$ cat src/i2cwb_pkg.sv
// ----------------------------------------------------------------------------
// i2cwb_pkg
// Types and constants shared by the I2C register-write phase sequencer.
// ----------------------------------------------------------------------------
package i2cwb_pkg;

  localparam int unsigned ByteW = 8;

  // Reset value of the device address byte (write bit included)
  localparam logic [ByteW-1:0] DEV_ADDR_RESET = 8'hC0;

  // Request op codes
  localparam logic OP_HEADER = 1'b0;
  localparam logic OP_DATA   = 1'b1;

  // Step counters: bit index 0..7 are data bits, 8 is the ack clock
  localparam logic [3:0] ACK_BIT       = 4'd8;
  localparam logic [1:0] START_LAST_SUB = 2'd3;
  localparam logic [1:0] BYTE_LAST_SUB  = 2'd2;
  localparam logic [1:0] STOP_LAST_SUB  = 2'd2;

  localparam logic [1:0] SUB_SET_DATA = 2'd0;
  localparam logic [1:0] SUB_CLK_HIGH = 2'd1;
  localparam logic [1:0] SUB_CLK_LOW  = 2'd2;

  // Bus segment being sent
  typedef enum logic [1:0] {
    SEG_START,
    SEG_ADDR,
    SEG_DATA,
    SEG_STOP
  } seg_e;

endpackage

$ cat src/i2c_register_write_bitbang.sv
// ----------------------------------------------------------------------------
// i2c_register_write_bitbang
// Write-only I2C master that turns register-write requests into pin phases.
// ----------------------------------------------------------------------------
// Each accepted request becomes a run of SDA/SCL pin phases, one phase per
// output transfer. A header request (op = 0) gives start, the device address
// byte and the register address byte: 58 phases, 61 with stop. A data request
// (op = 1) gives one byte plus ack clock: 27 phases, 30 with stop. Bytes go out
// MSB first; the ack clock drives SDA low. With out_ready_i held high one phase
// is delivered per cycle, paced by the single phase sequencer; the first phase
// of the next request follows the last phase of the previous one in the very
// next cycle, since a one-entry request buffer is filled while the current
// run is still going. end_of_run_o flags the final phase of each run. The user
// must write the device address register through the cfg port only while the
// block is idle, which is not enforced; it is sampled as a header run starts.
// ----------------------------------------------------------------------------
module i2c_register_write_bitbang
  import i2cwb_pkg::*;
(
  input  logic             clk_i,
  input  logic             rst_ni,
  // configuration write
  input  logic             cfg_valid_i,
  output logic             cfg_ready_o,
  input  logic [ByteW-1:0] cfg_wdata_i,
  // request channel
  input  logic             in_valid_i,
  output logic             in_ready_o,
  input  logic             op_i,
  input  logic [ByteW-1:0] value_i,
  input  logic             last_i,
  // phase channel
  output logic             out_valid_o,
  input  logic             out_ready_i,
  output logic             sda_o,
  output logic             scl_o,
  output logic             long_hold_o,
  output logic             end_of_run_o
);

  // Device address register
  logic [ByteW-1:0] dev_addr_q;

  // One-entry request buffer
  logic             pend_valid_q, pend_valid_d;
  logic             pend_op_q;
  logic [ByteW-1:0] pend_value_q;
  logic             pend_last_q;

  // Sequencer state
  logic             busy_q, busy_d;
  seg_e             seg_q, seg_d;
  logic [3:0]       bit_q, bit_d;
  logic [1:0]       sub_q, sub_d;
  logic [ByteW-1:0] byte_q, byte_d;
  logic [ByteW-1:0] reg_q, reg_d;
  logic             last_q, last_d;

  // Pin levels as last written
  logic sda_q, scl_q;

  // Phase output register
  logic out_valid_q, out_valid_d;
  logic out_sda_q, out_scl_q, out_long_q, out_end_q;

  // Working view: running request, or the buffered one when idle
  logic             cur_valid;
  seg_e             cur_seg;
  logic [3:0]       cur_bit;
  logic [1:0]       cur_sub;
  logic [ByteW-1:0] cur_byte;
  logic [ByteW-1:0] cur_reg;
  logic             cur_last;
  logic             advance;
  logic             in_accept;

  // Phase being produced this cycle
  logic ph_sda, ph_scl, ph_long, ph_final;

  assign cfg_ready_o = 1'b1;
  assign in_ready_o  = !pend_valid_q;
  assign in_accept   = in_valid_i && in_ready_o;

  assign cur_valid = busy_q || pend_valid_q;
  assign cur_seg   = busy_q ? seg_q : ((pend_op_q == OP_HEADER) ? SEG_START : SEG_DATA);
  assign cur_bit   = busy_q ? bit_q : '0;
  assign cur_sub   = busy_q ? sub_q : '0;
  assign cur_byte  = busy_q ? byte_q
                            : ((pend_op_q == OP_HEADER) ? dev_addr_q : pend_value_q);
  assign cur_reg   = busy_q ? reg_q  : pend_value_q;
  assign cur_last  = busy_q ? last_q : pend_last_q;

  // A phase moves into the output register when that slot is free
  assign advance = cur_valid && (!out_valid_q || out_ready_i);

  // Phase outputs: one pin write per phase, the other pin keeps its level
  always_comb begin
    ph_sda   = sda_q;
    ph_scl   = scl_q;
    ph_long  = 1'b0;
    ph_final = 1'b0;
    unique case (cur_seg)
      SEG_START: begin
        unique case (cur_sub)
          2'd0: ph_sda = 1'b1;
          2'd1: begin
            ph_scl  = 1'b1;
            ph_long = 1'b1;
          end
          2'd2: ph_sda = 1'b0;
          default: ph_scl = 1'b0;
        endcase
      end
      SEG_ADDR, SEG_DATA: begin
        unique case (cur_sub)
          SUB_SET_DATA: ph_sda = (cur_bit == ACK_BIT) ? 1'b0 : cur_byte[ByteW-1];
          SUB_CLK_HIGH: begin
            ph_scl  = 1'b1;
            ph_long = 1'b1;
          end
          default: begin
            ph_scl = 1'b0;
            // run ends after the ack of the final byte when no stop follows
            ph_final = (cur_seg == SEG_DATA) && (cur_bit == ACK_BIT) && !cur_last;
          end
        endcase
      end
      default: begin
        unique case (cur_sub)
          SUB_SET_DATA: ph_sda = 1'b0;
          SUB_CLK_HIGH: begin
            ph_scl  = 1'b1;
            ph_long = 1'b1;
          end
          default: begin
            ph_sda   = 1'b1;
            ph_final = 1'b1;
          end
        endcase
      end
    endcase
  end

  // Sequencer next state
  always_comb begin
    seg_d  = cur_seg;
    bit_d  = cur_bit;
    sub_d  = cur_sub + 2'd1;
    byte_d = cur_byte;
    reg_d  = cur_reg;
    last_d = cur_last;
    busy_d = busy_q;
    if (advance) begin
      busy_d = !ph_final;
      unique case (cur_seg)
        SEG_START: begin
          if (cur_sub == START_LAST_SUB) begin
            seg_d = SEG_ADDR;
            bit_d = '0;
            sub_d = '0;
          end
        end
        SEG_ADDR, SEG_DATA: begin
          if (cur_sub == BYTE_LAST_SUB) begin
            sub_d = '0;
            if (cur_bit == ACK_BIT) begin
              bit_d = '0;
              if (cur_seg == SEG_ADDR) begin
                seg_d  = SEG_DATA;
                byte_d = cur_reg;
              end else begin
                seg_d = SEG_STOP;
              end
            end else begin
              bit_d  = cur_bit + 4'd1;
              byte_d = {cur_byte[ByteW-2:0], 1'b0};
            end
          end
        end
        default: begin
          if (cur_sub == STOP_LAST_SUB) begin
            sub_d = '0;
          end
        end
      endcase
    end
  end

  // Buffer fills on accept, empties when an idle sequencer takes it up
  always_comb begin
    pend_valid_d = pend_valid_q;
    if (in_accept) begin
      pend_valid_d = 1'b1;
    end else if (advance && !busy_q) begin
      pend_valid_d = 1'b0;
    end
  end

  always_comb begin
    out_valid_d = out_valid_q;
    if (advance) begin
      out_valid_d = 1'b1;
    end else if (out_ready_i) begin
      out_valid_d = 1'b0;
    end
  end

  always_ff @(posedge clk_i or negedge rst_ni) begin
    if (!rst_ni) begin
      dev_addr_q   <= DEV_ADDR_RESET;
      pend_valid_q <= 1'b0;
      busy_q       <= 1'b0;
      seg_q        <= SEG_START;
      bit_q        <= '0;
      sub_q        <= '0;
      sda_q        <= 1'b1;
      scl_q        <= 1'b1;
      out_valid_q  <= 1'b0;
    end else begin
      if (cfg_valid_i) begin
        dev_addr_q <= cfg_wdata_i;
      end
      pend_valid_q <= pend_valid_d;
      busy_q       <= busy_d;
      out_valid_q  <= out_valid_d;
      if (advance) begin
        seg_q <= seg_d;
        bit_q <= bit_d;
        sub_q <= sub_d;
        sda_q <= ph_sda;
        scl_q <= ph_scl;
      end
    end
  end

  // Payload registers
  always_ff @(posedge clk_i) begin
    if (in_accept) begin
      pend_op_q    <= op_i;
      pend_value_q <= value_i;
      pend_last_q  <= last_i;
    end
    if (advance) begin
      byte_q     <= byte_d;
      reg_q      <= reg_d;
      last_q     <= last_d;
      out_sda_q  <= ph_sda;
      out_scl_q  <= ph_scl;
      out_long_q <= ph_long;
      out_end_q  <= ph_final;
    end
  end

  assign out_valid_o  = out_valid_q;
  assign sda_o        = out_sda_q;
  assign scl_o        = out_scl_q;
  assign long_hold_o  = out_long_q;
  assign end_of_run_o = out_end_q;

endmodule

$ cat config.mk
export PLATFORM = sky130hd
export DESIGN_NAME = i2c_register_write_bitbang
export DESIGN_NICKNAME = d
export VERILOG_FILES = /design/src/i2cwb_pkg.sv /design/src/i2c_register_write_bitbang.sv
export SDC_FILE = /design/constraint.sdc
export NUM_CORES = 1
export LEC_CHECK = 0
export BUFFER_PORTS_ARGS = -buffer_cell sky130_fd_sc_hd__buf_2
export CAP_MARGIN = 10
export CORE_MARGIN = 10
export CORE_UTILIZATION = 25
export CTS_BUF_LIST = sky130_fd_sc_hd__clkbuf_8 sky130_fd_sc_hd__clkbuf_16
export DETAILED_ROUTE_END_ITERATION = 12
export PLACE_DENSITY = 0.43
export REMOVE_ABC_BUFFERS = 1
export SETUP_SLACK_MARGIN = 0.2
export SLEW_MARGIN = 20
export SYNTH_ARGS = -nofsm -noshare
export SYNTH_HDL_FRONTEND = slang
export SYNTH_SLANG_ARGS = --single-unit
$ cat constraint.sdc
create_clock -name clk_i -period 2 [get_ports clk_i]
set_input_delay 0.3 -clock clk_i [delete_from_list [all_inputs] [get_ports clk_i]]
set_output_delay 0.3 -clock clk_i [all_outputs]
set_load 0.01 [all_outputs]
; ---- Word level (Yosys, flattened, before mapping)
; Index checks and enable logic that the tools add are counted.
[classes]
n_addsub = 2
mul = 0
div = 0
order_cmp = 0
n_eq_ne = 6
shift = 0
muxes = 41
n_bitwise = 0
n_reduce_logical = 19
[ops]
columns = op, count
row1 = two-way mux 8 bit, 7
row2 = two-way mux 2 bit, 9
row3 = two-way mux 4 bit, 4
row4 = case mux 1 bit (2 select lines), 7
row5 = two-way mux 1 bit, 12
row6 = case mux 4 bit (2 select lines), 1
row7 = == test 2 bit (second input constant), 3
row8 = OR reduction 2 bit, 3
row9 = logical AND 1 bit, 5
row10 = zero test 1 bit, 5
row11 = adder 4 x 1 -> 4 bit (second input constant), 1
row12 = == test 2 x 1 -> 1 bit (second input constant), 2
row13 = == test 4 bit (second input constant), 1
row14 = zero test 2 bit, 2
row15 = case mux 2 bit (2 select lines), 1
row16 = nonzero test 2 bit, 2
row17 = adder 2 x 1 -> 2 bit (second input constant), 1
row18 = logical OR 1 bit, 2
[totals]
ff_bits = 52
latchBits = 0
ramBits = 0
rom_bits = 0
output_inout_bits = 7
word_cells = 87
memories = 0

; ---- Logic depth before layout (Yosys ltp)
; Gate-level depths: netlist of run 1.
[depth]
word_depth = 8
depth_mapped = 10
mapped_depth_nobuf = 7

; ---- Worst setup path before layout of run 1
; OpenSTA, ideal clock, no wires.
[synth_path]
path_kind = register to register
startpoint = reg busy_q
endpoint = reg byte_q[1], data pin
setup_ps = 146
arrival_ps = 1997
required_ps = 1854
slack_ps = -142
path_stages_with_launch = 9
n_path_buf = 2
path_cell_list = dfrtp_1 -> buf_2 -> buf_2 -> and2_1 -> ha_1 -> nand2b_1 -> a31oi_1 -> nor2_1 -> a21oi_1
[synth_via]
elab_chain_cells = 6
elab_cells_between_ends = 14
cone_classes = 4 x eq/ne / 9 x mux / 1 x reduce/logical
[synth_lines]
columns = element, line
row1 = from (decl), i2c_register_write_bitbang.sv:51  ; logic busy_q, busy_d;
row2 = from (signal assigned), i2c_register_write_bitbang.sv:224  ; busy_q <= busy_d;
row3 = two-way mux 2 bit, i2c_register_write_bitbang.sv:85  ; assign cur_seg = busy_q ? seg_q : ((pend_op_q == OP_HEADER) ? SEG_START : SEG_DATA);
row4 = == test 2 x 1 -> 1 bit, "i2c_register_write_bitbang.sv:155, i2c_register_write_bitbang.sv:168"
row5 = two-way mux 8 bit, i2c_register_write_bitbang.sv:168  ; if (cur_seg == SEG_ADDR) begin
row6 = two-way mux 8 bit, i2c_register_write_bitbang.sv:166  ; if (cur_bit == ACK_BIT) begin
row7 = two-way mux 8 bit, i2c_register_write_bitbang.sv:164  ; if (cur_sub == BYTE_LAST_SUB) begin
row8 = two-way mux 8 bit (*), i2c_register_write_bitbang.sv:155  ; unique case (cur_seg)
row9 = named net byte_d[1], i2c_register_write_bitbang.sv:55  ; logic [ByteW-1:0] byte_q, byte_d;
row10 = to (signal assigned), i2c_register_write_bitbang.sv:244  ; byte_q <= byte_d;
row11 = to (decl), i2c_register_write_bitbang.sv:55
; Mark *: on every way through the listed nets, which the timed path passes. The rest lies on a longest branch.
; A chain may end at the register's enable or synchronous reset.

; ---- Worst setup path in the final report of run 1
[layout_path]
startpoint = reg busy_q
endpoint = reg byte_q[2], data pin
; Same word-level chain as after synthesis.

==> impl_metrics.env, run 1 <==
export IMPL_avgRoutedWirePerCell_um=15.2
export IMPL_power_total_mw=4.39
export IMPL_clkTransAtPathRegs_ps=100
export IMPL_final_common_cell="edfxtp_1"
export IMPL_area_growth_pct=29.7
export IMPL_use_met2=0.133
export IMPL_syn_inst=245
export IMPL_cts_sinks=52
export IMPL_grt_busiest_layer="met2"
export IMPL_use_met1=0.119
export IMPL_antenna_found_initial=0
export IMPL_cp_arrival_ps=2090
export IMPL_slew_headroom=0.531
export IMPL_cts_root_buf="clkbuf_8"
export IMPL_drv_cap=0
export IMPL_synthDistinctLibCells=46
export IMPL_clkLatencyLatePin_ps=310
export IMPL_drive_above_1_share=0.421
export IMPL_grt_first_pass_wirelength_um=11400
export IMPL_p_leak_nw=1.41
export IMPL_rsz0062_at_grt="yes"
export IMPL_vias_per_cell=4.68
export IMPL_grt_pass1_vias=2145
export IMPL_syn_area_um2=2750
export IMPL_cts_tree="yes"
export IMPL_num_rows=38
export IMPL_io_buffers=28
export IMPL_drv_slew=0
export IMPL_hp_class="in -> reg"
export IMPL_clk_path_buf_depth=2
export IMPL_cts_max_level=2
export IMPL_vias=2069
export IMPL_die_area_um2=15600
export IMPL_avgSynthCellArea_um2=11.2
export IMPL_grt_usage=0.0872
export IMPL_synth_edf_count=31
export IMPL_ant_nets=0
export IMPL_gp_congestion=0.864
export IMPL_period_share=0.964
export IMPL_yosys_warnings=0
export IMPL_hold_viol=0
export IMPL_ys_ff_latch=52
export IMPL_hold_slack_ps=158
export IMPL_fin_crit_ps=1930
export IMPL_start_util=0.255
export IMPL_critical_path_class="reg -> reg"
export IMPL_worst_pin_slew_ps=702
export IMPL_grt_max_degree=38
export IMPL_async_flop_share=0.404
export IMPL_p_per_area_nw_per_um2=1230
export IMPL_die_h_um=125
export IMPL_synth_seq_area_share=0.531
export IMPL_initialDrtViolationCount=107
export IMPL_layout_common_cells="edfxtp_1, buf_2, buf_4, mux2_2, o21ai_0"
export IMPL_worst_setup_path_end_kind="register"
export IMPL_max_vdd_ir_drop_mv=0.400
export IMPL_grt_util_met3=0.0170
export IMPL_ys_flop_type="edfxtp_1"
export IMPL_fp_coreArea_um2=10800
export IMPL_routed_wl_um=6740
export IMPL_start_kind="register"
export IMPL_overflow=0
export IMPL_io_pins=30
export IMPL_drc_errors=0
export IMPL_num_antenna_cells=0
export IMPL_required_ps=2160
export IMPL_cts_buffers=5
export IMPL_dr_pass1_iters=4
export IMPL_fin_nets=334
export IMPL_die_w_um=125
export IMPL_cp_max_fo=7
export IMPL_setup_violations=0
export IMPL_status="complete, no violations"
export IMPL_dpl_hpwl_um=4730
export IMPL_finalClockSkew_ps=4.01
export IMPL_final_setup_tns_ps=0
export IMPL_fmax_ghz=0.519
flip-flops by register name, indices dropped and copies added (netlist names), 2 cells and up:
register and count:
bit_q 4, byte_q 8, dev_addr_q 8, pend_value_q 8
reg_q 8, seg_q 2, sub_q 2
cells by family (layout without fill, tap and decap cells):
logic type               after synthesis  count (layout)  share of synthesized area
AO/OA/AOI/OAI                         69              69                      0.154
AND/OR/NAND/NOR                       57              57                      0.110
flip-flops                            52              52                      0.531
multiplexers                          28              28                      0.110
buffers and inverters                 27              84                     0.0446
adder cells (fa/ha/maj)               10              10                     0.0455
other                                  1               1                    0.00136
XOR/XNOR                               1               1                    0.00319
worst max-delay path, stage by stage (launching register included):
cell and delay [ps]:
dfrtp_2 450, mux2i_4 290, buf_6 130, ha_4 200
nand2b_4 160, a31oi_1 160, buf_4 190, nor2_1 50
a21oi_1 140
synth_stat cells (2+ instances only):
cell type	number	area, µm²
inv_1	14	52.6
a211oi_1	2	15.0
o22ai_1	9	56.3
nand3_1	2	10.0
o21ai_0	23	115
nor2b_1	8	50.1
mux2_2	18	203
buf_4	2	15.0
ha_1	10	125
mux2i_1	10	100
edfxtp_1	31	931
a31oi_1	6	37.5
nor2_1	11	41.3
nand2_1	18	67.6
clkbuf_1	5	18.8
buf_2	5	25.0
a32oi_1	2	17.5
a21oi_1	15	75.1
and2_1	3	18.8
dfstp_2	4	105
dfrtp_1	17	425
nand4_1	3	18.8
nand2b_1	4	25.0
final timing paths:
path / from / endpoint / slack (ps) / depth (start not counted)
min in group asynchronous: rst_ni / dev_addr_q[2] / 510 / 2
max: busy_q / byte_q[2] / 70 / 8
max in group asynchronous: rst_ni / sub_q[1] / 1090 / 2
min: value_i[2] / pend_value_q[2] / 160 / 1
max reg2reg: busy_q / byte_q[2] / 70 / 8
min reg2reg: dev_addr_q[2] / dev_addr_q[2] / 520 / 1
where the power goes:
| group | switching (mW) | internal, mW |
|---|---|---|
| Sequential | 0.191 | 1.46 |
| Clock | 0.368 | 0.374 |
| Combinational | 1.02 | 0.969 |
| Total | 1.58 | 2.81 |
routing by layer:
layer | part of all wire | up-vias
li1 | - | 1016
met1 | 0.50 | 1007
met2 | 0.46 | 40
met3 | 0.026 | 6
met4 | 0.016 | 0
met5 | 0 | -
area by class of cell:
cell class              instances  area (µm²)
fillers                      1085        7230
inverters                      14        55.1
repair buffers                 62         433
multi-input cells             166        1330
clock buffers                   5        68.8
flip-flops and latches         52        1460
clock inverters                 3        42.5
well taps                     140         175
per-stage QoR:
stage          setup slack, ps  std cells  cell area, µm²  utilization
3_3_place_gp              38.3        425            3200        0.296
2_1_floorplan             -755        232            2680            -
3_5_place_dp             -10.4        425            3200        0.296
5_1_grt                   7.77        442            3570        0.331
4_1_cts                   96.1        440            3480        0.322
6_report                  72.6        442            3570        0.331
what timing repair did:
action | in CTS | in global routing
gates cloned | 0 | 0
resized for setup | 33 | 19
endpoints found under the setup margin | 20 | 20
setup buffers | 6 | 2
pin swaps | 12 | 4
endpoints found under the hold margin | 4 | 0
hold buffers | 1 | 0
Power figures use the tool's default switching activity.
==> inputs of run 2 (changes only) <==
--- a/config.mk
+++ b/config.mk
@@ -8,10 +8,10 @@
 export BUFFER_PORTS_ARGS = -buffer_cell sky130_fd_sc_hd__buf_2
 export CAP_MARGIN = 10
 export CORE_MARGIN = 10
-export CORE_UTILIZATION = 25
+export CORE_UTILIZATION = 40
 export CTS_BUF_LIST = sky130_fd_sc_hd__clkbuf_8 sky130_fd_sc_hd__clkbuf_16
 export DETAILED_ROUTE_END_ITERATION = 12
-export PLACE_DENSITY = 0.43
+export PLACE_DENSITY = 0.61
 export REMOVE_ABC_BUFFERS = 1
 export SETUP_SLACK_MARGIN = 0.2
 export SLEW_MARGIN = 20
==> run 2 against run 1 <==
Non-clock buffer count down 6. Critical path depth fell by 1. Fmax is 0.98% higher. Critical path type unchanged.
==> impl_metrics.env, run 2 (synthesized netlist as in run 1, its figures left out) <==
export IMPL_status="complete, no violations"
export IMPL_antenna_found_initial=0
export IMPL_dpl_hpwl_um=4310
export IMPL_clkLatencyLatePin_ps=310
export IMPL_cts_root_buf="clkbuf_8"
export IMPL_setup_violations=0
export IMPL_fmax_ghz=0.524
export IMPL_clkTransAtPathRegs_ps=110
export IMPL_num_antenna_cells=0
export IMPL_io_pins=30
export IMPL_hold_viol=0
export IMPL_grt_util_met3=0.0228
export IMPL_ant_nets=0
export IMPL_grt_busiest_layer="met2"
export IMPL_clk_path_buf_depth=2
export IMPL_p_sw_mw=1.58
export IMPL_layout_common_cells="edfxtp_1, buf_2, buf_4, o21ai_0, mux2_2"
export IMPL_area_growth_pct=24.9
export IMPL_num_rows=30
export IMPL_p_int_mw=2.63
export IMPL_use_met2=0.179
export IMPL_rsz0062_at_grt="yes"
export IMPL_dpl_instance_area_um2=3090
export IMPL_period_share=0.954
export IMPL_start_util=0.409
export IMPL_netSwitchingFraction=0.375
export IMPL_initialDrtViolationCount=151
export IMPL_grt_usage=0.118
export IMPL_worst_r2r_endpoint="scl_q"
export IMPL_die_w_um=103
export IMPL_dr_pass1_iters=5
export IMPL_drive_above_1_share=0.399
export IMPL_die_h_um=103
export IMPL_clkPwrFrac=0.150
export IMPL_cp_max_fo=5
export IMPL_multiInputGateArea_um2=1350
export IMPL_rr_worst_depth=7
export IMPL_finalClockSkew_ps=9.34
export IMPL_rrSetupSlack_ps=90
export IMPL_avgRoutedWirePerCell_um=16.8
export IMPL_hp_class="in -> reg"
export IMPL_cts_sinks=52
export IMPL_rr_startpoint="busy_q"
export IMPL_vias=2035
export IMPL_max_vdd_ir_drop_mv=0.489
export IMPL_use_met1=0.163
export IMPL_final_setup_tns_ps=0
export IMPL_cp_arrival_ps=2160
export IMPL_cts_buffers=5
export IMPL_hold_start="value_i[4]"
export IMPL_drc_errors=0
export IMPL_vias_per_cell=5.41
export IMPL_crit_path_start="busy_q"
export IMPL_regArea_um2=1460
export IMPL_routed_wl_um=6330
export IMPL_drv_cap=0
export IMPL_grt_pass1_vias=2016
export IMPL_worst_setup_path_end_kind="register"
export IMPL_pwr_share_seq=0.389
export IMPL_p_leak_nw=1.37
export IMPL_critical_path_class="reg -> reg"
export IMPL_worst_pin_slew_ps=573
export IMPL_overflow=0
export IMPL_fin_nets=328
export IMPL_cts_tree="yes"
export IMPL_io_buffers=28
export IMPL_final_common_cell="edfxtp_1"
export IMPL_grt_first_pass_wirelength_um=9880
export IMPL_p_per_area_nw_per_um2=1230
export IMPL_p_comb_frac=0.461
export IMPL_fillers=578
export IMPL_start_kind="register"
export IMPL_slew_headroom=0.617
export IMPL_grt_max_degree=36
export IMPL_cts_max_level=2
export IMPL_required_ps=2250
export IMPL_die_area_um2=10600
export IMPL_gp_congestion=0.861
export IMPL_final_area_um2=3440
export IMPL_fp_coreArea_um2=6720
export IMPL_fin_crit_ps=1910
export IMPL_drv_slew=0
export IMPL_crit_path_end="scl_q"
run 2: changes by cell type in the layout (fill, tap and decap cells not counted), sizes merged:
cell,before,now
bufinv,1,0
clkinvlp,0,1
inv,16,15
buf,61,55
clkinv,0,1
run 2: per-stage QoR:
stage           util  power, mW  hold slack, ps  cells  setup WS [ps]
6_report       0.511       4.21             153    376           91.3
5_1_grt        0.511       4.48             144    376          -5.87
4_1_cts        0.484       3.92             149    374            107
3_5_place_dp   0.460       3.23             324    363          -56.0
3_3_place_gp   0.460       3.20             329    363           42.2
2_1_floorplan      -       2.66            4.41    232           -755
run 2: final cells by class:
cell class | instances | share of cell area
Sequential cell | 52 | 0.426
Multi-Input combinational cell | 166 | 0.392
Timing Repair Buffer | 56 | 0.110
Tap cell | 80 | 0.0291
Clock buffer | 5 | 0.0200
Inverter | 14 | 0.0168
Clock inverter | 3 | 0.00619
run 2: what timing repair did:
item | in CTS | in global routing
setup endpoints to repair | 20 | 20
buffers inserted | 2 | 2
resized for setup | 14 | 38
hold buffers | 1 | 0
hold endpoints to repair | 17 | 0
pin swaps | 7 | 6
run 2: power groups by stage:
stage               Clock (mW)  Combinational (mW)  Sequential, mW
floorplan                    0                1.01            1.65
global placement             0                1.56            1.64
detailed placement           0                1.58            1.64
CTS                      0.643                1.65            1.62
global route             0.679                2.13            1.67
finish                   0.630                1.94            1.64
run 2: worst max-delay path, cell delays in order, from the launching register on:
cell     delay (ps)
dfrtp_2         450
mux2i_4         330
inv_2            90
ha_4            170
a221o_1         280
a32oi_1         150
o22ai_1         110
mux2_2          270
run 2: per-layer routing:
layer / part of all wire / vias up
met5: 0 / -
met4: 0.013 / 0
met3: 0.035 / 6
met2: 0.48 / 43
met1: 0.48 / 986
li1: - / 1000
run 2: worst min-delay path by stage:
| stage | cells after the start | endpoint |
|---|---|---|
| floorplan | 0 | bit_q[0] |
| global placement | 1 | sub_q[1] |
| detailed placement | 1 | sub_q[1] |
| CTS | 1 | pend_value_q[4] |
| global route | 1 | pend_value_q[1] |
| finish | 1 | pend_value_q[4] |
